$ cat src/sv/rap_pkg.sv
// ----------------------------------------------------------------------------
// rap_pkg
// Shared types and constants for the rectangle atlas packer.
// ----------------------------------------------------------------------------
package rap_pkg;

   localparam int MAX_FREE_DEF = 64;
   localparam int MAX_SIDE_DEF = 4096;

   localparam int SIDE_W  = 13;
   localparam int ID_W    = 16;
   localparam int AREA_W  = 25;
   localparam int CSR_IDX_W = 1;

   localparam logic [SIDE_W-1:0] ATLAS_RESET = 13'd1024;

   localparam logic [CSR_IDX_W-1:0] CSR_ATLAS_WIDTH  = 1'd0;
   localparam logic [CSR_IDX_W-1:0] CSR_ATLAS_HEIGHT = 1'd1;

   localparam logic [1:0] ST_PLACED = 2'd0;
   localparam logic [1:0] ST_NO_FIT = 2'd1;
   localparam logic [1:0] ST_FULL   = 2'd2;

   typedef struct packed {
      logic [SIDE_W-1:0] x;
      logic [SIDE_W-1:0] y;
      logic [SIDE_W-1:0] w;
      logic [SIDE_W-1:0] h;
   } rect_type;

   typedef struct packed {
      logic [ID_W-1:0]   image_id;
      logic [SIDE_W-1:0] req_width;
      logic [SIDE_W-1:0] req_height;
   } req_type;

   typedef struct packed {
      logic [1:0]        status;
      logic [SIDE_W-1:0] pos_x;
      logic [SIDE_W-1:0] pos_y;
      logic [ID_W-1:0]   echo_id;
      logic [AREA_W-1:0] used_area;
   } rsp_type;

   typedef struct packed {
      logic              restart;
      rect_type          init;
      logic              check;
      logic [SIDE_W-1:0] chk_w;
      logic [SIDE_W-1:0] chk_h;
      logic              apply;
      logic [1:0]        np;
      rect_type          piece0;
      rect_type          piece1;
   } cell_cmd_type;

   typedef struct packed {
      logic hit;
      logic prev_hit;
      logic after_hit;
   } cell_sel_type;

endpackage

$ cat src/sv/rap_cell.sv
// ----------------------------------------------------------------------------
// rap_cell
// One free-list entry: fit check and shift/insert against its neighbors.
// ----------------------------------------------------------------------------
module rap_cell #(
   parameter int CELL_IDX = 0,
   parameter int CNT_W    = 7
) (
   input  logic                  clock,
   input  logic                  reset,
   input  rap_pkg::cell_cmd_type cmd,
   input  rap_pkg::cell_sel_type sel,
   input  logic [CNT_W-1:0]      count,
   input  rap_pkg::rect_type     prev_rect,
   input  rap_pkg::rect_type     next_rect,
   output rap_pkg::rect_type     rect,
   output logic                  fit
);

   rap_pkg::rect_type rect_ff, rect_in;
   logic              fit_ff, fit_in;
   logic              valid;

   assign valid = 32'(CELL_IDX) < 32'(count);

   always_comb begin
      rect_in = rect_ff;
      fit_in  = fit_ff;
      if (cmd.check) begin
         fit_in = valid && (cmd.chk_w <= rect_ff.w) && (cmd.chk_h <= rect_ff.h);
      end
      if (cmd.restart) begin
         rect_in = (CELL_IDX == 0) ? cmd.init : '0;
      end else if (cmd.apply) begin
         if (sel.hit) begin
            rect_in = (cmd.np != 2'd0) ? cmd.piece0 : next_rect;
         end else if (sel.after_hit) begin
            unique case (cmd.np)
               2'd0:    rect_in = next_rect;
               2'd1:    rect_in = rect_ff;
               default: rect_in = sel.prev_hit ? cmd.piece1 : prev_rect;
            endcase
         end
      end
   end

   always_ff @(posedge clock) begin
      if (reset) begin
         rect_ff <= (CELL_IDX == 0) ?
                    rap_pkg::rect_type'{x: '0, y: '0, w: rap_pkg::ATLAS_RESET,
                                        h: rap_pkg::ATLAS_RESET} :
                    rap_pkg::rect_type'('0);
         fit_ff  <= 1'b0;
      end else begin
         rect_ff <= rect_in;
         fit_ff  <= fit_in;
      end
   end

   assign rect = rect_ff;
   assign fit  = fit_ff;

endmodule

$ cat config.mk
export PLATFORM = sky130hd
export DESIGN_NAME = rap_cell
export DESIGN_NICKNAME = d
export VERILOG_FILES = /design/src/sv/rap_pkg.sv /design/src/sv/rap_cell.sv
export SDC_FILE = /design/constraint.sdc
export NUM_CORES = 1
export LEC_CHECK = 0
export ABC_AREA = 0
export BUFFER_PORTS_ARGS = -buffer_cell sky130_fd_sc_hd__buf_2
export CORE_AREA = 2 2 137 139
export DETAILED_ROUTE_END_ITERATION = 10
export DIE_AREA = 0 0 139 141
export GPL_ROUTABILITY_DRIVEN = 1
export SLEW_MARGIN = 20
export SYNTH_ARGS = -nofsm -noshare
export SYNTH_HDL_FRONTEND = slang
export SYNTH_SLANG_ARGS = --single-unit
$ cat constraint.sdc
create_clock -name clock -period 1.46 [get_ports clock]
set_input_delay 0 -clock clock [delete_from_list [all_inputs] [get_ports clock]]
set_output_delay 0 -clock clock [all_outputs]
set_load 0.05 [all_outputs]
==> results of run 1 <==
-- repair_timing --
| item | CTS | global route |
|---|---|---|
| hold buffers | 82 | 0 |
| cloned | 0 | 0 |
| setup endpoints to repair | 1 | 1 |
| hold endpoints to repair | 49 | 0 |
| gates resized for setup | 3 | 9 |
| pin swaps | 2 | 6 |
-- layout by cell type (no fill, tap or decap), types with 14 or more instances in the layout --
cell           instances
mux2_4                48
inv_1                 21
nand2_1               56
a211oi_2              49
dlygate4sd3_1         82
o22ai_1               50
dfxtp_1               28
mux2i_1               54
buf_2                353
dfxtp_4               14
nor2_1                54
buf_4                 32
ha_1                  15
o21ai_0               51
-- state kept, by name, summed over array words and instances, names as in the netlist --
| register | cells |
|---|---|
| fit | 1 |
| rect | 52 |
-- through the flow --
stage | cells | hold slack, ps | setup TNS [ps]
after floorplan | 573 | 132 | -101
after detailed placement | 1152 | 247 | -116
after CTS | 1242 | 0.266 | -71.3
final | 1243 | 5.67 | -59.0
after global routing | 1243 | 9.10 | -139
after global placement | 1152 | 245 | -71.4
-- worst min-delay path by stage --
stage,start,end,slack (ps),cells past startpoint
after floorplan,cmd[144],rect[10]$_SDFFE_PP1P_,130,2
after detailed placement,cmd[157],rect[23]$_SDFFE_PP1P_,250,3
final,next_rect[18],rect[18]$_SDFFE_PP0P_,6,3
after CTS,next_rect[0],rect[0]$_SDFFE_PP0P_,0.3,3
after global placement,cmd[157],rect[23]$_SDFFE_PP1P_,240,3
after global routing,next_rect[21],rect[21]$_SDFFE_PP0P_,9,3
-- cells by family (layout without fill, tap and decap cells) --
| group | after synthesis | count (layout) | share of synthesized area (%) |
|---|---|---|---|
| other cells | 0 | 1 | 0 |
| simple gates | 129 | 129 | 10.4 |
| buf+inv | 79 | 514 | 8.77 |
| compound gates | 179 | 179 | 27.0 |
| flops | 53 | 53 | 21.1 |
| mux | 107 | 107 | 26.2 |
| fa+ha+maj | 26 | 26 | 6.48 |
-- worst min-delay path, stage by stage --
cell	delay (ps)
buf_2	80
a211oi_2	60
o22ai_1	110
-- final cells by class --
class	count	area, um2
Clock inverter	3	16.3
Tap cell	234	293
Antenna cell	1	2.50
Clock buffer	5	125
Multi-Input combinational cell	441	3720
Inverter	27	101
Sequential cell	53	1130
Timing Repair Buffer	479	3070
Fill cell	1752	9810
-- power breakdown --
group	internal, mW	switching [mW]
Clock	0.634	0.600
Sequential	1.57	0.0658
Combinational	1.21	1.38
-- per-layer routing --
| metal | global-route usage, % | part of all wire [%] | vias up |
|---|---|---|---|
| met2 | 36.4 | 50 | 261 |
| met1 | 23.8 | 42 | 2729 |
| met4 | 6.65 | 2.7 | 0 |
| met5 | 0 | 0 | - |
| li1 | - | - | 2966 |
| met3 | 3.84 | 5.5 | 47 |
==> flow_summary.toml, run 1 <==
[yosys]
yosys_register_bits = 53
yosys.area.top_type = "dfxtp_1"
synthArstFlopShare_pct = 0
avgSynthCellArea_um2 = 8.76
ys_seq_area_share_pct = 21.1
syn_nets = 902
synth_top_area_share_pct = 21.1
synth_commonest_cells = "nor2_1 (57), nand2_1 (56), mux2i_1 (54)"
synth_area_leaders = "dfxtp_1 (21%), mux2_4 (14%), a211oi_2 (12%)"
syn_area_um2 = 5020
ys_types = 37
synth.most_common_cell = "nor2_1"
synthCells = 573
yosys_warnings = 0
synth-edff-count = 0
ys.flop_type = "dfxtp_1"

[detailed_routing]
dr.first_iter.drc_count = 229
wl_per_cell_um = 16.7
drc_errors = 0
routed_via_density = 4.83
first_pass_iters = 5
ant_nets = 0
vias = 6003
wl_um = 20700

[worst_setup_path]
crit_path_end = "fit$_SDFFE_PP0P_"
critPathKind = "flip-flop to flip-flop"
cp_cell_sequence = "inv_2 > ha_4 > and4_4 > a21oi_2 > a21boi_1 > o32a_1 > a31oi_1"
critPathRequiredTime_ps = 1690
cp-start-kind = "flip-flop"
crit_path_max_fanout = 3
crit_cells = 7
r2r_setup_slack_ps = -60
cp.arrival_ps = 1750
reg2reg_from = "rect[17]$_SDFFE_PP0P_"
r2r-end = "fit$_SDFFE_PP0P_"
worst_path_max_delay_cell = "dfxtp_4"
crit_path_max_incr_delay_ps = 360
endpoint_kind = "flip-flop"
setup.worst_path.start = "rect[17]$_SDFFE_PP0P_"
rr_worst_depth = 7
critical_path_buf_inv_count = 1
path_delay_family = "compound AO/OA/AOI/OAI gates"

[sta]
finalCriticalPeriod_ps = 1520
setup_viol = 1
worstMarginPinSlew_ps = 355
rsz0062_at_grt = "true"
hold_violations = 0
slew_viol_final = 0
clock_skew_ps = 6.74
min_period_over_period_pct = 104
relSlewSlack_pct = 76.3
fmax_mhz = 658
fin_ws_ps = -59.0

[clocking]
root_buffer = "clkbuf_16"
clock_path_buffers = 2
clk_pin_slew_ps = 80
htreeDepth = 2
clk_latency_ps = 300
cts_sinks = 53
post-cts-setup-buffer-count = 0
cts_made_buffers = 5
cts_tree = "built"

[place]
gp_congestion = 0.838
portBuffers = 355
placed_cell_area_um2 = 7400
place_ws_ps = -101
hpwl_um = 16000

[floorplan]
rows = 50
die_area_um2 = 19600
ios = 356
die_h_um = 141
die_x_um = 139
core_area_um2 = 18300
start_util_pct = 27.5

[finish]
final_layout_size_suffix_gt1_share_pct = 55.4
utilization_pct = 46.3
postLayoutCellArea_um2 = 8450
finalNetCount = 1336
area_delta_synth_final_pct = 68.3

[status]
violations = "negative setup slack"
status = "finished with violations"

[power]
power.total_mw = 5.46
powerDensity_nw_per_um2 = 645
p_leak_nw = 4.11
peakVddDrop_v = 0.000486

[run]
drv_cap = 0

[global_routing]
grt_pass1_vias = 6030
grt_util_all_layers_pct = 20.1
antenna_found_initial = 1
grt_pass1_wl_um = 31200
grt_max_degree = 61
globalRouteOverflowTotal = 0

[hold_path]
hold_class = "primary input to flip-flop"
Power figures use the tool's default switching activity.
==> inputs of run 2 (changes only) <==
--- a/config.mk
+++ b/config.mk
@@ -7,10 +7,12 @@
 export LEC_CHECK = 0
 export ABC_AREA = 0
 export BUFFER_PORTS_ARGS = -buffer_cell sky130_fd_sc_hd__buf_2
-export CORE_AREA = 2 2 137 139
+export CORE_AREA = 2 2 139 141
+export CTS_BUF_LIST = sky130_fd_sc_hd__clkbuf_2
 export DETAILED_ROUTE_END_ITERATION = 10
-export DIE_AREA = 0 0 139 141
+export DIE_AREA = 0 0 141 143
 export GPL_ROUTABILITY_DRIVEN = 1
+export SETUP_SLACK_MARGIN = 0.4
 export SLEW_MARGIN = 20
 export SYNTH_ARGS = -nofsm -noshare
 export SYNTH_HDL_FRONTEND = slang
==> run 2 against run 1 <==
Net effect: the run now fails in clock tree synthesis (4_1_cts); area after synthesis unchanged; synthesized cell count unchanged.
==> flow_summary.toml, run 2 <==
[yosys]
synth_top_area_share_pct = 21.1
synthArstFlopShare_pct = 0
synth_commonest_cells = "nor2_1 (57), nand2_1 (56), mux2i_1 (54)"
yosys.area.top_type = "dfxtp_1"
synth-xor-area-share_pct = 0
yosys_register_bits = 53
synthAdderAreaFrac_pct = 6.48
ys.flop_type = "dfxtp_1"
synthMuxAreaShare_pct = 26.2
synth_area_leaders = "dfxtp_1 (21%), mux2_4 (14%), a211oi_2 (12%)"
ys_types = 37
synth-edff-count = 0
syn_area_um2 = 5020
syn_nets = 902
synth_compound_area_share_pct = 27.0
synthCells = 573
synth_top_family_by_area = "compound AO/OA/AOI/OAI gates"
avgSynthCellArea_um2 = 8.76
synth.most_common_cell = "nor2_1"
yosys_warnings = 0
synthSimpleGateAreaFrac_pct = 10.4
ys_seq_area_share_pct = 21.1

[floorplan]
start_util_pct = 27.0
die_h_um = 143
die_x_um = 141
ios = 356
rows = 50

[clocking]
cts_hold_buf = 235
clock_path_buffers = 2
cts_resized = 212
htreeDepth = 2
post-cts-setup-buffer-count = 3
cts_made_buffers = 5
root_buffer = "clkbuf_2"
cts_sinks = 53

[place]
gp_congestion = 0.831
portBuffers = 355
hpwl_um = 16200
placed_cell_area_um2 = 7450

[status]
tool.error = "[ERROR RSZ-0060] Max buffer count reached."
status = "aborted with a tool error"
failing_step = "clock tree synthesis (4_1_cts)"
## run 2: cell counts after synthesis
No cell type changed its count.
## run 2: stage by stage
stage	setup slack, ps	hold WS, ps	std cells
detailed placement	-173	241	1162
global placement	-96.1	240	1162
floorplan	-101	132	573
## run 2: cell families after synthesis
family          after synthesis
compound gates              179
simple gates                129
mux                         107
buf+inv                      79
flops                        53
fa+ha+maj                    26
==> inputs of run 3 (changes only) <==
--- a/config.mk
+++ b/config.mk
@@ -7,12 +7,11 @@
 export LEC_CHECK = 0
 export ABC_AREA = 0
 export BUFFER_PORTS_ARGS = -buffer_cell sky130_fd_sc_hd__buf_2
-export CORE_AREA = 2 2 139 141
-export CTS_BUF_LIST = sky130_fd_sc_hd__clkbuf_2
+export CORE_AREA = 2 2 137 139
 export DETAILED_ROUTE_END_ITERATION = 10
-export DIE_AREA = 0 0 141 143
+export DIE_AREA = 0 0 139 141
 export GPL_ROUTABILITY_DRIVEN = 1
-export SETUP_SLACK_MARGIN = 0.4
+export PLACE_DENSITY_LB_ADDON = 0.15
 export SLEW_MARGIN = 20
 export SYNTH_ARGS = -nofsm -noshare
 export SYNTH_HDL_FRONTEND = slang
==> constraint.sdc (replaced) <==
create_clock -name clock -period 1.9 [get_ports clock]
set_input_delay 0 -clock clock [delete_from_list [all_inputs] [get_ports clock]]
set_output_delay 0 -clock clock [all_outputs]
set_load 0.05 [all_outputs]
==> run 3 against run 2 <==
Net effect: the run now ends clean.
==> flow_summary.toml, run 3 (synthesized netlist as in run 1, its figures left out) <==
[clocking]
cts_tree = "built"
clock_path_buffers = 2
clk_latency_ps = 310
htreeDepth = 2
clk_pin_slew_ps = 80
root_buffer = "clkbuf_16"
cts_sinks = 53
cts_made_buffers = 5

[finish]
fillCellCount = 1889
finalNetCount = 1336
regArea_um2 = 1060
postLayoutCellArea_um2 = 8260
final_common_cell = "buf_2"
area_delta_synth_final_pct = 64.4
multi_input_area_um2 = 3560
largest_register_ffs = 52
finalNonFillerCells = 1244
final_layout_size_suffix_gt1_share_pct = 48.8
layout_common_cells = "buf_2 (353), dlygate4sd3_1 (100), nand2_1 (56)"

[power]
powerDensity_nw_per_um2 = 526
peakVddDrop_v = 0.000387
p_leak_nw = 4.15

[worst_setup_path]
crit_path_max_fanout = 27
cp.arrival_ps = 2050
cp-start-kind = "primary input"
critPathKind = "primary input to flip-flop"
r2r_setup_slack_ps = 210
endpoint_kind = "flip-flop"
critPathRequiredTime_ps = 2150

[detailed_routing]
ant_nets = 0
routed_via_density = 4.80
drc_errors = 0
dr.first_iter.drc_count = 263
wl_per_cell_um = 17.3
wl_um = 21500
first_pass_iters = 5
vias = 5967

[sta]
clock_skew_ps = 13.4
fin_setup_tns_ps = 0
slew_viol_final = 0
finalCriticalPeriod_ps = 1800
hold_violations = 0
setup_viol = 0
rsz0062_at_grt = "false"
fmax_mhz = 557
worstMarginPinSlew_ps = 795
relSlewSlack_pct = 46.8
min_period_over_period_pct = 94.5

[run]
drv_cap = 0

[place]
placed_cell_area_um2 = 7060
gp_congestion = 0.820
hpwl_um = 16400
portBuffers = 355
dp.cells = 1133

[global_routing]
grt_pass1_wl_um = 32100
grt_util_all_layers_pct = 20.5
globalRouteOverflowTotal = 0
grt_pass1_vias = 5940
antenna_found_initial = 2
grt_max_degree = 55

[floorplan]
die_x_um = 139
ios = 356
rows = 50
die_h_um = 141
die_area_um2 = 19600
start_util_pct = 27.5
core_area_um2 = 18300

[hold_path]
hold_class = "primary input to flip-flop"

[status]
status = "completed"
## run 3: worst paths after layout
path	cells past startpoint	end	from
worst min-delay path	3	rect[24]$_SDFFE_PP0P_	next_rect[24]
worst max register to register	7	fit$_SDFFE_PP0P_	rect[3]$_SDFFE_PP0P_
worst max-delay path	8	rect[7]$_SDFFE_PP0P_	cmd[105]
worst min register to register	2	fit$_SDFFE_PP0P_	fit$_SDFFE_PP0P_
## run 3: critical path, stage by stage
cell and delay [ps]:
buf_2 120, nand2b_1 150, a21oi_2 320, nand2b_4 370, buf_12 270, a211oi_2 80, o22ai_1 130, dlygate4sd3_1 570
## run 3: metrics by stage
step           hold slack (ps)  util (%)  power [mW]  setup slack, ps
6_report                  7.72      45.2        4.34              104
4_1_cts                  0.723      45.1        4.36              105
2_1_floorplan              133         -        2.38             17.8
5_1_grt                   13.4      45.2        4.57             35.4
3_5_place_dp               229      38.7        3.02              149
3_3_place_gp               221      38.7        3.02              188
## run 3: final cells by class
type / count / share of cell area (%)
Multi-Input combinational cell: 442 / 43.2
Timing Repair Buffer: 478 / 37.0
Sequential cell: 53 / 12.9
Tap cell: 234 / 3.55
Clock buffer: 6 / 1.68
Inverter: 27 / 1.23
Clock inverter: 2 / 0.455
Antenna cell: 2 / 0.0606
## run 3: timing repair
item	4_1_cts	5_1_grt
setup endpoints to repair	0	11
setup buffers	0	0
endpoints found under the hold margin	52	0
gates resized for setup	0	3
hold buffers	100	0
## run 3: power breakdown
| group | total (mW) | internal [mW] | switching [mW] | leakage (nW) |
|---|---|---|---|---|
| clock network | 1.14 | 0.660 | 0.481 | 0.0831 |
| logic | 1.94 | 0.901 | 1.04 | 3.62 |
| registers | 1.26 | 1.20 | 0.0568 | 0.440 |
| total | 4.34 | 2.76 | 1.57 | 4.15 |
## run 3: routing by layer
layer | GRT usage, % | wire, um | share of wire, %
met5 | 0 | 0 | 0
met4 | 6.01 | 492 | 2.3
met3 | 4.08 | 1450 | 6.7
met2 | 34.8 | 10300 | 48
met1 | 26.6 | 9250 | 43
